==> src/sv/rdcc_pkg.sv <==
// Shared types, constants and helpers for the response deframer with checksum check.
// No dependencies; imported by rdcc_deframe and the top level.
package rdcc_pkg;

	// Message phase
	typedef enum logic {
		PH_HEADER,
		PH_PAYLOAD
	} phase_t;

	// Header byte positions
	localparam logic [2:0] HDR_OP      = 3'd0;
	localparam logic [2:0] HDR_SHIFT   = 3'd1;
	localparam logic [2:0] HDR_CSUM_HI = 3'd2;
	localparam logic [2:0] HDR_CSUM_LO = 3'd3;
	localparam logic [2:0] HDR_LEN_B3  = 3'd4;
	localparam logic [2:0] HDR_LEN_B2  = 3'd5;
	localparam logic [2:0] HDR_LEN_B1  = 3'd6;
	localparam logic [2:0] HDR_LEN_B0  = 3'd7;

	// Verdict codes
	localparam logic [1:0] ST_GOOD     = 2'd0;
	localparam logic [1:0] ST_MISMATCH = 2'd1;
	localparam logic [1:0] ST_BADLEN   = 2'd2;

	localparam logic [31:0] HEADER_BYTES       = 32'd8;
	localparam logic [31:0] DEFAULT_MAX_LENGTH = 32'd9000000;

	// One result beat
	typedef struct packed {
		logic [7:0] payload_byte;
		logic       byte_valid;
		logic       last;
		logic [1:0] status;
		logic [7:0] op_code;
		logic [7:0] shift_amount;
	} result_t;

	// Ones'-complement 16-bit add with end-around carry
	function automatic logic [15:0] oc_add(input logic [15:0] acc, input logic [15:0] word);
		logic [16:0] s;
		logic [16:0] f;
		s = {1'b0, acc} + {1'b0, word};
		f = {1'b0, s[15:0]} + {16'd0, s[16]};
		return f[15:0];
	endfunction

endpackage

==> src/sv/rdcc_in_stage.sv <==
// Input register stage of the deframer: captures one byte beat per cycle while s_ready is high.
// Depends on nothing but the clock and reset; used by the top level.
module rdcc_in_stage (
	input  logic       clk,
	input  logic       arst_n,
	input  logic       s_valid,
	output logic       s_ready,
	input  logic [7:0] s_data,
	input  logic       advance,
	output logic       valid_s1,
	output logic [7:0] byte_s1
);

	logic       valid_s1_q;
	logic [7:0] byte_s1_q;

	// Free when empty or when the held beat moves on this cycle
	assign s_ready = !valid_s1_q || advance;

	always_ff @(posedge clk or negedge arst_n) begin
		if (!arst_n) begin
			valid_s1_q <= 1'b0;
		end else if (s_ready) begin
			valid_s1_q <= s_valid;
		end
	end

	always_ff @(posedge clk) begin
		if (s_ready && s_valid) begin
			byte_s1_q <= s_data;
		end
	end

	assign valid_s1 = valid_s1_q;
	assign byte_s1  = byte_s1_q;

endmodule

==> src/sv/rdcc_deframe.sv <==
// Header parser, running checksum and length checks of the deframer.
// Uses rdcc_pkg; one byte is consumed on each cycle that step is high.
module rdcc_deframe #(
	parameter int LENGTH_BITS = 32
) (
	input  logic                clk,
	input  logic                arst_n,
	input  logic                step,
	input  logic [7:0]          rx_byte,
	input  logic                cfg_wr_en,
	input  logic [31:0]         cfg_wr_data,
	output logic                res_valid,
	output rdcc_pkg::result_t   res
);
	import rdcc_pkg::*;

	phase_t                 phase_q, phase_d;
	logic [2:0]             hdr_cnt_q, hdr_cnt_d;
	logic [7:0]             op_q, op_d;
	logic [7:0]             shift_q, shift_d;
	logic [15:0]            exp_sum_q, exp_sum_d;
	logic [31:0]            msg_len_q, msg_len_d;
	logic [LENGTH_BITS-1:0] remain_q, remain_d;
	logic [15:0]            sum_q, sum_d;
	logic [7:0]             held_q, held_d;
	logic                   held_vld_q, held_vld_d;
	logic [31:0]            max_len_q;

	logic [LENGTH_BITS-1:0] remain_dec;
	logic [31:0]            full_len;
	logic                   len_bad;
	logic [1:0]             verdict;

	// Limit register
	always_ff @(posedge clk or negedge arst_n) begin
		if (!arst_n) begin
			max_len_q <= DEFAULT_MAX_LENGTH;
		end else if (cfg_wr_en) begin
			max_len_q <= cfg_wr_data;
		end
	end

	assign full_len   = {msg_len_q[31:8], rx_byte};
	assign len_bad    = (full_len < HEADER_BYTES) || (full_len > max_len_q) ||
	                    ((full_len >> LENGTH_BITS) != 32'd0);
	assign remain_dec = remain_q - LENGTH_BITS'(1);

	// Next state
	always_comb begin
		phase_d    = phase_q;
		hdr_cnt_d  = hdr_cnt_q;
		op_d       = op_q;
		shift_d    = shift_q;
		exp_sum_d  = exp_sum_q;
		msg_len_d  = msg_len_q;
		remain_d   = remain_q;
		sum_d      = sum_q;
		held_d     = held_q;
		held_vld_d = held_vld_q;
		if (phase_q == PH_HEADER) begin
			hdr_cnt_d = hdr_cnt_q + 3'd1;
			case (hdr_cnt_q)
				HDR_OP: begin
					op_d       = rx_byte;
					sum_d      = 16'd0;
					held_d     = 8'd0;
					held_vld_d = 1'b0;
				end
				HDR_SHIFT: begin
					shift_d = rx_byte;
					sum_d   = oc_add(sum_q, {op_q, rx_byte});
				end
				HDR_CSUM_HI: exp_sum_d = {rx_byte, 8'd0};
				HDR_CSUM_LO: exp_sum_d = {exp_sum_q[15:8], rx_byte};
				HDR_LEN_B3:  msg_len_d = {rx_byte, 24'd0};
				HDR_LEN_B2: begin
					msg_len_d = {msg_len_q[31:24], rx_byte, 16'd0};
					sum_d     = oc_add(sum_q, {msg_len_q[31:24], rx_byte});
				end
				HDR_LEN_B1: msg_len_d = {msg_len_q[31:16], rx_byte, 8'd0};
				HDR_LEN_B0: begin
					msg_len_d = full_len;
					sum_d     = oc_add(sum_q, {msg_len_q[15:8], rx_byte});
					if (!len_bad && (full_len != HEADER_BYTES)) begin
						remain_d = full_len[LENGTH_BITS-1:0] - LENGTH_BITS'(HEADER_BYTES);
						phase_d  = PH_PAYLOAD;
					end
				end
				default: ;
			endcase
		end else begin
			remain_d = remain_dec;
			if (held_vld_q) begin
				sum_d      = oc_add(sum_q, {held_q, rx_byte});
				held_d     = 8'd0;
				held_vld_d = 1'b0;
			end else if (remain_dec == '0) begin
				// odd last byte counts as a high byte
				sum_d = oc_add(sum_q, {rx_byte, 8'd0});
			end else begin
				held_d     = rx_byte;
				held_vld_d = 1'b1;
			end
			if (remain_dec == '0) begin
				phase_d   = PH_HEADER;
				hdr_cnt_d = HDR_OP;
			end
		end
	end

	assign verdict = (~sum_d == exp_sum_q) ? ST_GOOD : ST_MISMATCH;

	// Result beat
	always_comb begin
		res_valid          = 1'b0;
		res.payload_byte   = 8'd0;
		res.byte_valid     = 1'b0;
		res.last           = 1'b0;
		res.status         = ST_GOOD;
		res.op_code        = op_q;
		res.shift_amount   = shift_q;
		if (phase_q == PH_HEADER) begin
			if (hdr_cnt_q == HDR_LEN_B0) begin
				if (len_bad) begin
					res_valid  = 1'b1;
					res.last   = 1'b1;
					res.status = ST_BADLEN;
				end else if (full_len == HEADER_BYTES) begin
					res_valid  = 1'b1;
					res.last   = 1'b1;
					res.status = verdict;
				end
			end
		end else begin
			res_valid        = 1'b1;
			res.payload_byte = rx_byte;
			res.byte_valid   = 1'b1;
			if (remain_dec == '0) begin
				res.last   = 1'b1;
				res.status = verdict;
			end
		end
	end

	// State registers
	always_ff @(posedge clk or negedge arst_n) begin
		if (!arst_n) begin
			phase_q    <= PH_HEADER;
			hdr_cnt_q  <= HDR_OP;
			op_q       <= 8'd0;
			shift_q    <= 8'd0;
			exp_sum_q  <= 16'd0;
			msg_len_q  <= 32'd0;
			remain_q   <= '0;
			sum_q      <= 16'd0;
			held_q     <= 8'd0;
			held_vld_q <= 1'b0;
		end else if (step) begin
			phase_q    <= phase_d;
			hdr_cnt_q  <= hdr_cnt_d;
			op_q       <= op_d;
			shift_q    <= shift_d;
			exp_sum_q  <= exp_sum_d;
			msg_len_q  <= msg_len_d;
			remain_q   <= remain_d;
			sum_q      <= sum_d;
			held_q     <= held_d;
			held_vld_q <= held_vld_d;
		end
	end

endmodule

==> src/sv/response_deframer_checksum_check_core.sv <==
// Top level of the response deframer with checksum check.
// Depends on rdcc_pkg, rdcc_in_stage and rdcc_deframe.
//
// Usage:
//   s_axis carries the received message one byte per beat. The first eight
//   bytes are the header (op, shift, checksum, big-endian total length);
//   payload bytes follow. m_axis gives one beat per payload byte, and one
//   verdict beat right after the header when the payload is empty or the
//   length is rejected. tlast marks the beat that ends a message and carries
//   the status in tuser.
//   Path: a byte accepted into the input register moves on, if it makes a
//   result, to the output register and shows on m_axis (two register stages).
//   Throughput: one byte per cycle unless stalled; the checksum add and
//   the length counter each settle within the single processing stage.
//   Stall: while m_axis_tready is low and a result is held, the input
//   register still takes one more byte; s_axis_tready then drops until the
//   held result is taken. Header bytes wait for the output slot as well.
//   Reset: arst_n clears all state; the limit returns to 9000000 and the
//   next byte is taken as the first header byte.
//   cfg_wr_en / cfg_wr_data write the length limit; write only while idle.
module response_deframer_checksum_check_core #(
	parameter int LENGTH_BITS = 32
) (
	input  logic        clk,
	input  logic        arst_n,
	input  logic        s_axis_tvalid,
	output logic        s_axis_tready,
	input  logic [7:0]  s_axis_tdata,   // [7:0] rx_byte
	output logic        m_axis_tvalid,
	input  logic        m_axis_tready,
	output logic [23:0] m_axis_tdata,   // [7:0] payload_byte, [15:8] op_code,
	                                    // [23:16] shift_amount
	output logic        m_axis_tlast,   // last
	output logic [2:0]  m_axis_tuser,   // [0] byte_valid, [2:1] status
	input  logic        cfg_wr_en,
	input  logic [31:0] cfg_wr_data
);
	import rdcc_pkg::*;

	logic    valid_s1;
	logic [7:0] byte_s1;
	logic    advance;
	logic    res_valid;
	result_t res;
	logic    out_vld_q;
	result_t out_q;

	// Stage 1 moves on when the output register is free or being drained
	assign advance = valid_s1 && (!out_vld_q || m_axis_tready);

	rdcc_in_stage u_in (
		.clk      (clk),
		.arst_n   (arst_n),
		.s_valid  (s_axis_tvalid),
		.s_ready  (s_axis_tready),
		.s_data   (s_axis_tdata),
		.advance  (advance),
		.valid_s1 (valid_s1),
		.byte_s1  (byte_s1)
	);

	rdcc_deframe #(
		.LENGTH_BITS (LENGTH_BITS)
	) u_deframe (
		.clk         (clk),
		.arst_n      (arst_n),
		.step        (advance),
		.rx_byte     (byte_s1),
		.cfg_wr_en   (cfg_wr_en),
		.cfg_wr_data (cfg_wr_data),
		.res_valid   (res_valid),
		.res         (res)
	);

	// Output register
	always_ff @(posedge clk or negedge arst_n) begin
		if (!arst_n) begin
			out_vld_q <= 1'b0;
		end else if (advance && res_valid) begin
			out_vld_q <= 1'b1;
		end else if (m_axis_tready) begin
			out_vld_q <= 1'b0;
		end
	end

	always_ff @(posedge clk) begin
		if (advance && res_valid) begin
			out_q <= res;
		end
	end

	assign m_axis_tvalid = out_vld_q;
	assign m_axis_tdata  = {out_q.shift_amount, out_q.op_code, out_q.payload_byte};
	assign m_axis_tlast  = out_q.last;
	assign m_axis_tuser  = {out_q.status, out_q.byte_valid};

endmodule
==> config.mk <==
export PLATFORM = sky130hd
export DESIGN_NAME = response_deframer_checksum_check_core
export DESIGN_NICKNAME = d
export VERILOG_FILES = /design/src/sv/rdcc_pkg.sv /design/src/sv/rdcc_in_stage.sv /design/src/sv/rdcc_deframe.sv /design/src/sv/response_deframer_checksum_check_core.sv
export SDC_FILE = /design/constraint.sdc
export NUM_CORES = 1
export LEC_CHECK = 0
export BUFFER_PORTS_ARGS = -buffer_cell sky130_fd_sc_hd__buf_2
export CAP_MARGIN = 20
export CORE_ASPECT_RATIO = 1.1
export CORE_MARGIN = 4
export CORE_UTILIZATION = 48
export DETAILED_ROUTE_END_ITERATION = 7
export PLACE_DENSITY_LB_ADDON = 0.05
export SETUP_SLACK_MARGIN = 0.5
export SKIP_CTS_REPAIR_TIMING = 1
export SYNTH_ARGS = -nofsm -noshare
export SYNTH_HDL_FRONTEND = slang
export SYNTH_SLANG_ARGS = --single-unit
==> constraint.sdc <==
create_clock -name clk -period 5.65 [get_ports clk]
set_input_delay 0.565 -clock clk [delete_from_list [all_inputs] [get_ports clk]]
set_output_delay 0.565 -clock clk [all_outputs]
set_load 0.005 [all_outputs]
==> qor.tcl <==
set qor(timing.max_slew.rel_slack) 0.343
set qor(global_route.overflow_total) 0
set qor(end_kind) {flip-flop}
set qor(final.hold.worst_slack_ns) 0.0531
set qor(p_leak_nw) 7.35
set qor(placement.cell_area_um2) 16400
set qor(ys.flop_type) {dfrtp_1}
set qor(run_status) {finished clean}
set qor(crit_start) {u_deframe.sum_q[0]$_DFFE_PN0P_}
set qor(max_clock_freq_mhz) 177
set qor(reg2reg_from) {u_deframe.sum_q[0]$_DFFE_PN0P_}
set qor(p_seq_frac) 0.237
set qor(slowest_stage) {or4b_4}
set qor(drt_first_iter_violations) 1446
set qor(timing_max_transition_violations_final) 0
set qor(grt_pass1_wl_um) 82500
set qor(p_total_w) 0.0112
set qor(syn_area_per_cell_um2) 8.35
set qor(cts-htree-levels) 4
set qor(io_pins) 75
set qor(die-width_um) 176
set qor(combined_global_route_utilization_of_all_metal_layers) 0.321
set qor(area.growth.synth_to_final_pct) 15.4
set qor(first_global_vias) 13600
set qor(final_period_minus_worst_setup_slack_ns) 5.65
set qor(placement_rows) 67
set qor(netlist_area_pre_place_um2) 14900
set qor(core_area_um2) 30500
set qor(power.ir.vdd_worst_v) 0.000350
set qor(clk_pin_slew_worst_paths_ns) 0.09
set qor(r2r-end) {m_axis_tuser[1]$_DFFE_PP_}
set qor(timing.max_cap.violations) 0
set qor(number_of_antenna_violations_at_the_first_check_in_global_routing) 0
set qor(cell_internal_pwr_w) 0.00540
set qor(fill_cells) 2944
set qor(synth-edff-count) 36
set qor(cts_tree) {done}
set qor(cp_data_arrival_time_ns) 5.86
set qor(tritoncts.num_buffers) 17
set qor(numClockSinks) 187
set qor(ys_ff_latch) 187
set qor(timing.setup.critical_path_class) {reg2reg}
set qor(reg2reg_depth) 26
set qor(multi_input_logic_area_um2) 9510
set qor(path_buf_inv) 3
set qor(post-route-cell-area_um2) 17100
set qor(synthesis.instances) 1778
set qor(timing.critical_path.fanout_max) 5
set qor(quantity_of_i_o_buffers_inserted_on_ports) 74
set qor(crit_family) {compound AO/OA/AOI/OAI gates}
set qor(startpoint_type) {flip-flop}
set qor(total_stage_count_of_the_critical_path) 26
set qor(synth.distinct_cells) 92
set qor(cts-root-buf) {clkbuf_16}
set qor(worstSkewPairLatency_ns) 0.47
set qor(p_switching_w) 0.00579
set qor(antenna_viol_nets_final) 0
set qor(post_drt_via_cell_ratio) 6.22
set qor(grt_start_max_net_pins) 79
set qor(final_hold_viol_count) 0
set qor(drt_first_pass_iters) 5
set qor(grt_setup_unrepaired) {yes}
set qor(worst_setup_path_endpoint) {m_axis_tuser[1]$_DFFE_PP_}
set qor(report.final.setup_viol) 0
set qor(switch_share) 0.518
set qor(syn-num-nets) 1924
set qor(required_ns) 5.87
set qor(synth-warning-count) 0
set qor(die_span_y_um) 193
set qor(comb_power_share) 0.652
set qor(regArea_um2) 4870
set qor(place_hpwl_um) 41600
set qor(seq_area_frac_synth) 0.328
set qor(synth_async_sr_flop_share) 0.807
set qor(hp-class) {in2async}
set qor(clock_network_power_share) 0.111
set qor(final_cell_mix) {nand2_1 (226), o21ai_0 (144), dfrtp_1 (141), buf_4 (131), nor2_1 (124)}
set qor(setup.reg_to_reg.worst_slack_ns) 0.004
set qor(clk_buf_depth) 2
set qor(tightestPinTransition_ns) 0.984
set qor(power_density_nw_per_um2) 653
set qor(skew_ns) 0.0206
set qor(place.gp.congestion) 1.02
set qor(dp.cells) 2295
set qor(finalCritPeriodShare) 0.999
set qor(cpPeakStageDelay_ns) 0.52
set qor(die_area_um2) 33800
set qor(initial_core_utilization) 0.487
set qor(final_layout_size_suffix_gt1_frac) 0.175
set qor(layout_commonest_cell) {nand2_1}
set qor(finish.net_count) 2054
set qor(finalWirelength_um) 55000
set qor(drc_errors) 0
set qor(instances_no_fill) 2336
set qor(wl_per_cell_um) 23.6
set qor(vias) 14500
[how the worst min path moves through the flow]
stage,start,slack (ns),to
after detailed placement,u_deframe.shift_q[6]$_DFFE_PN0P_,0.43,m_axis_tdata[22]$_DFFE_PP_
after floorplan,arst_n,0.27,m_axis_tvalid$_DFFE_PN0P_
after global placement,u_deframe.shift_q[7]$_DFFE_PN0P_,0.42,m_axis_tdata[23]$_DFFE_PP_
final,arst_n,0.05,u_deframe.msg_len_q[17]$_DFFE_PN0P_
after CTS,arst_n,0.05,u_deframe.msg_len_q[31]$_DFFE_PN0P_
after global routing,arst_n,0.09,u_deframe.msg_len_q[31]$_DFFE_PN0P_
[routing by layer]
metal / global-route usage / vias up / wire [um]
met4: 0.145 / 0 / 2720
met5: 0 / - / 0
met1: 0.417 / 7052 / 23300
li1: - / 6799 / -
met2: 0.525 / 555 / 25400
met3: 0.0596 / 128 / 3650
[cells in the mapped netlist, types with 30 or more instances]
master,n,area share
nand2_1,226,0.057
o21ai_0,148,0.050
dfrtp_1,144,0.24
nor2_1,126,0.032
a21oi_1,103,0.035
ha_1,99,0.083
clkbuf_1,82,0.021
inv_1,72,0.018
xnor2_1,61,0.036
nor3_1,50,0.017
xor2_1,41,0.024
nand3_1,39,0.013
edfxtp_1,36,0.073
nor4_1,30,0.013
o22ai_1,30,0.013
[logic make-up after synthesis]
group / after synthesis / share of synthesized area
AND/OR/NAND/NOR: 656 / 0.221
AO/OA/AOI/OAI: 521 / 0.230
flip-flops: 187 / 0.328
buffers and inverters: 173 / 0.0450
XOR/XNOR: 105 / 0.0648
adder cells (fa/ha/maj): 101 / 0.0861
multiplexers: 35 / 0.0254
[power by group through the flow]
stage	registers, W	logic [W]	clock network (W)
final	0.00265	0.00730	0.00124
after global routing	0.00270	0.00791	0.00130
after CTS	0.00262	0.00706	0.00125
after detailed placement	0.00265	0.00701	0
after global placement	0.00263	0.00697	0
after floorplan	0.00229	0.00487	0
[layout make-up]
type,count,share of cell area
multi-input combinational,1418,0.554
sequential,187,0.284
timing repair buffer,206,0.0800
tap,414,0.0302
clock buffer,18,0.0250
inverter,78,0.0174
clock inverter,14,0.00861
antenna,1,0.000146
[per-stage QoR]
| step | util | setup TNS, ns | worst slack, ns |
|---|---|---|---|
| floorplan | - | 0 | 0.461 |
| global placement | 0.538 | 0 | 0.124 |
| detailed placement | 0.538 | 0 | 0.0826 |
| CTS | 0.557 | 0 | 0.00850 |
| global route | 0.562 | -0.192 | -0.192 |
| finish | 0.562 | 0 | 0.00386 |
[registers in the layout (all words and copies together) (netlist names), 3 cells and up]
| register | cells |
|---|---|
| u_deframe.hdr_cnt_q | 3 |
| u_deframe.shift_q | 8 |
| u_deframe.op_q | 8 |
| u_deframe.held_q | 8 |
| u_deframe.sum_q | 16 |
| m_axis_tuser | 3 |
| u_deframe.max_len_q | 32 |
| u_deframe.exp_sum_q | 16 |
| u_deframe.remain_q | 32 |
| u_in.byte_s1 | 8 |
| m_axis_tdata | 24 |
| u_deframe.msg_len_q | 24 |
(Power assumes the default switching activity.)
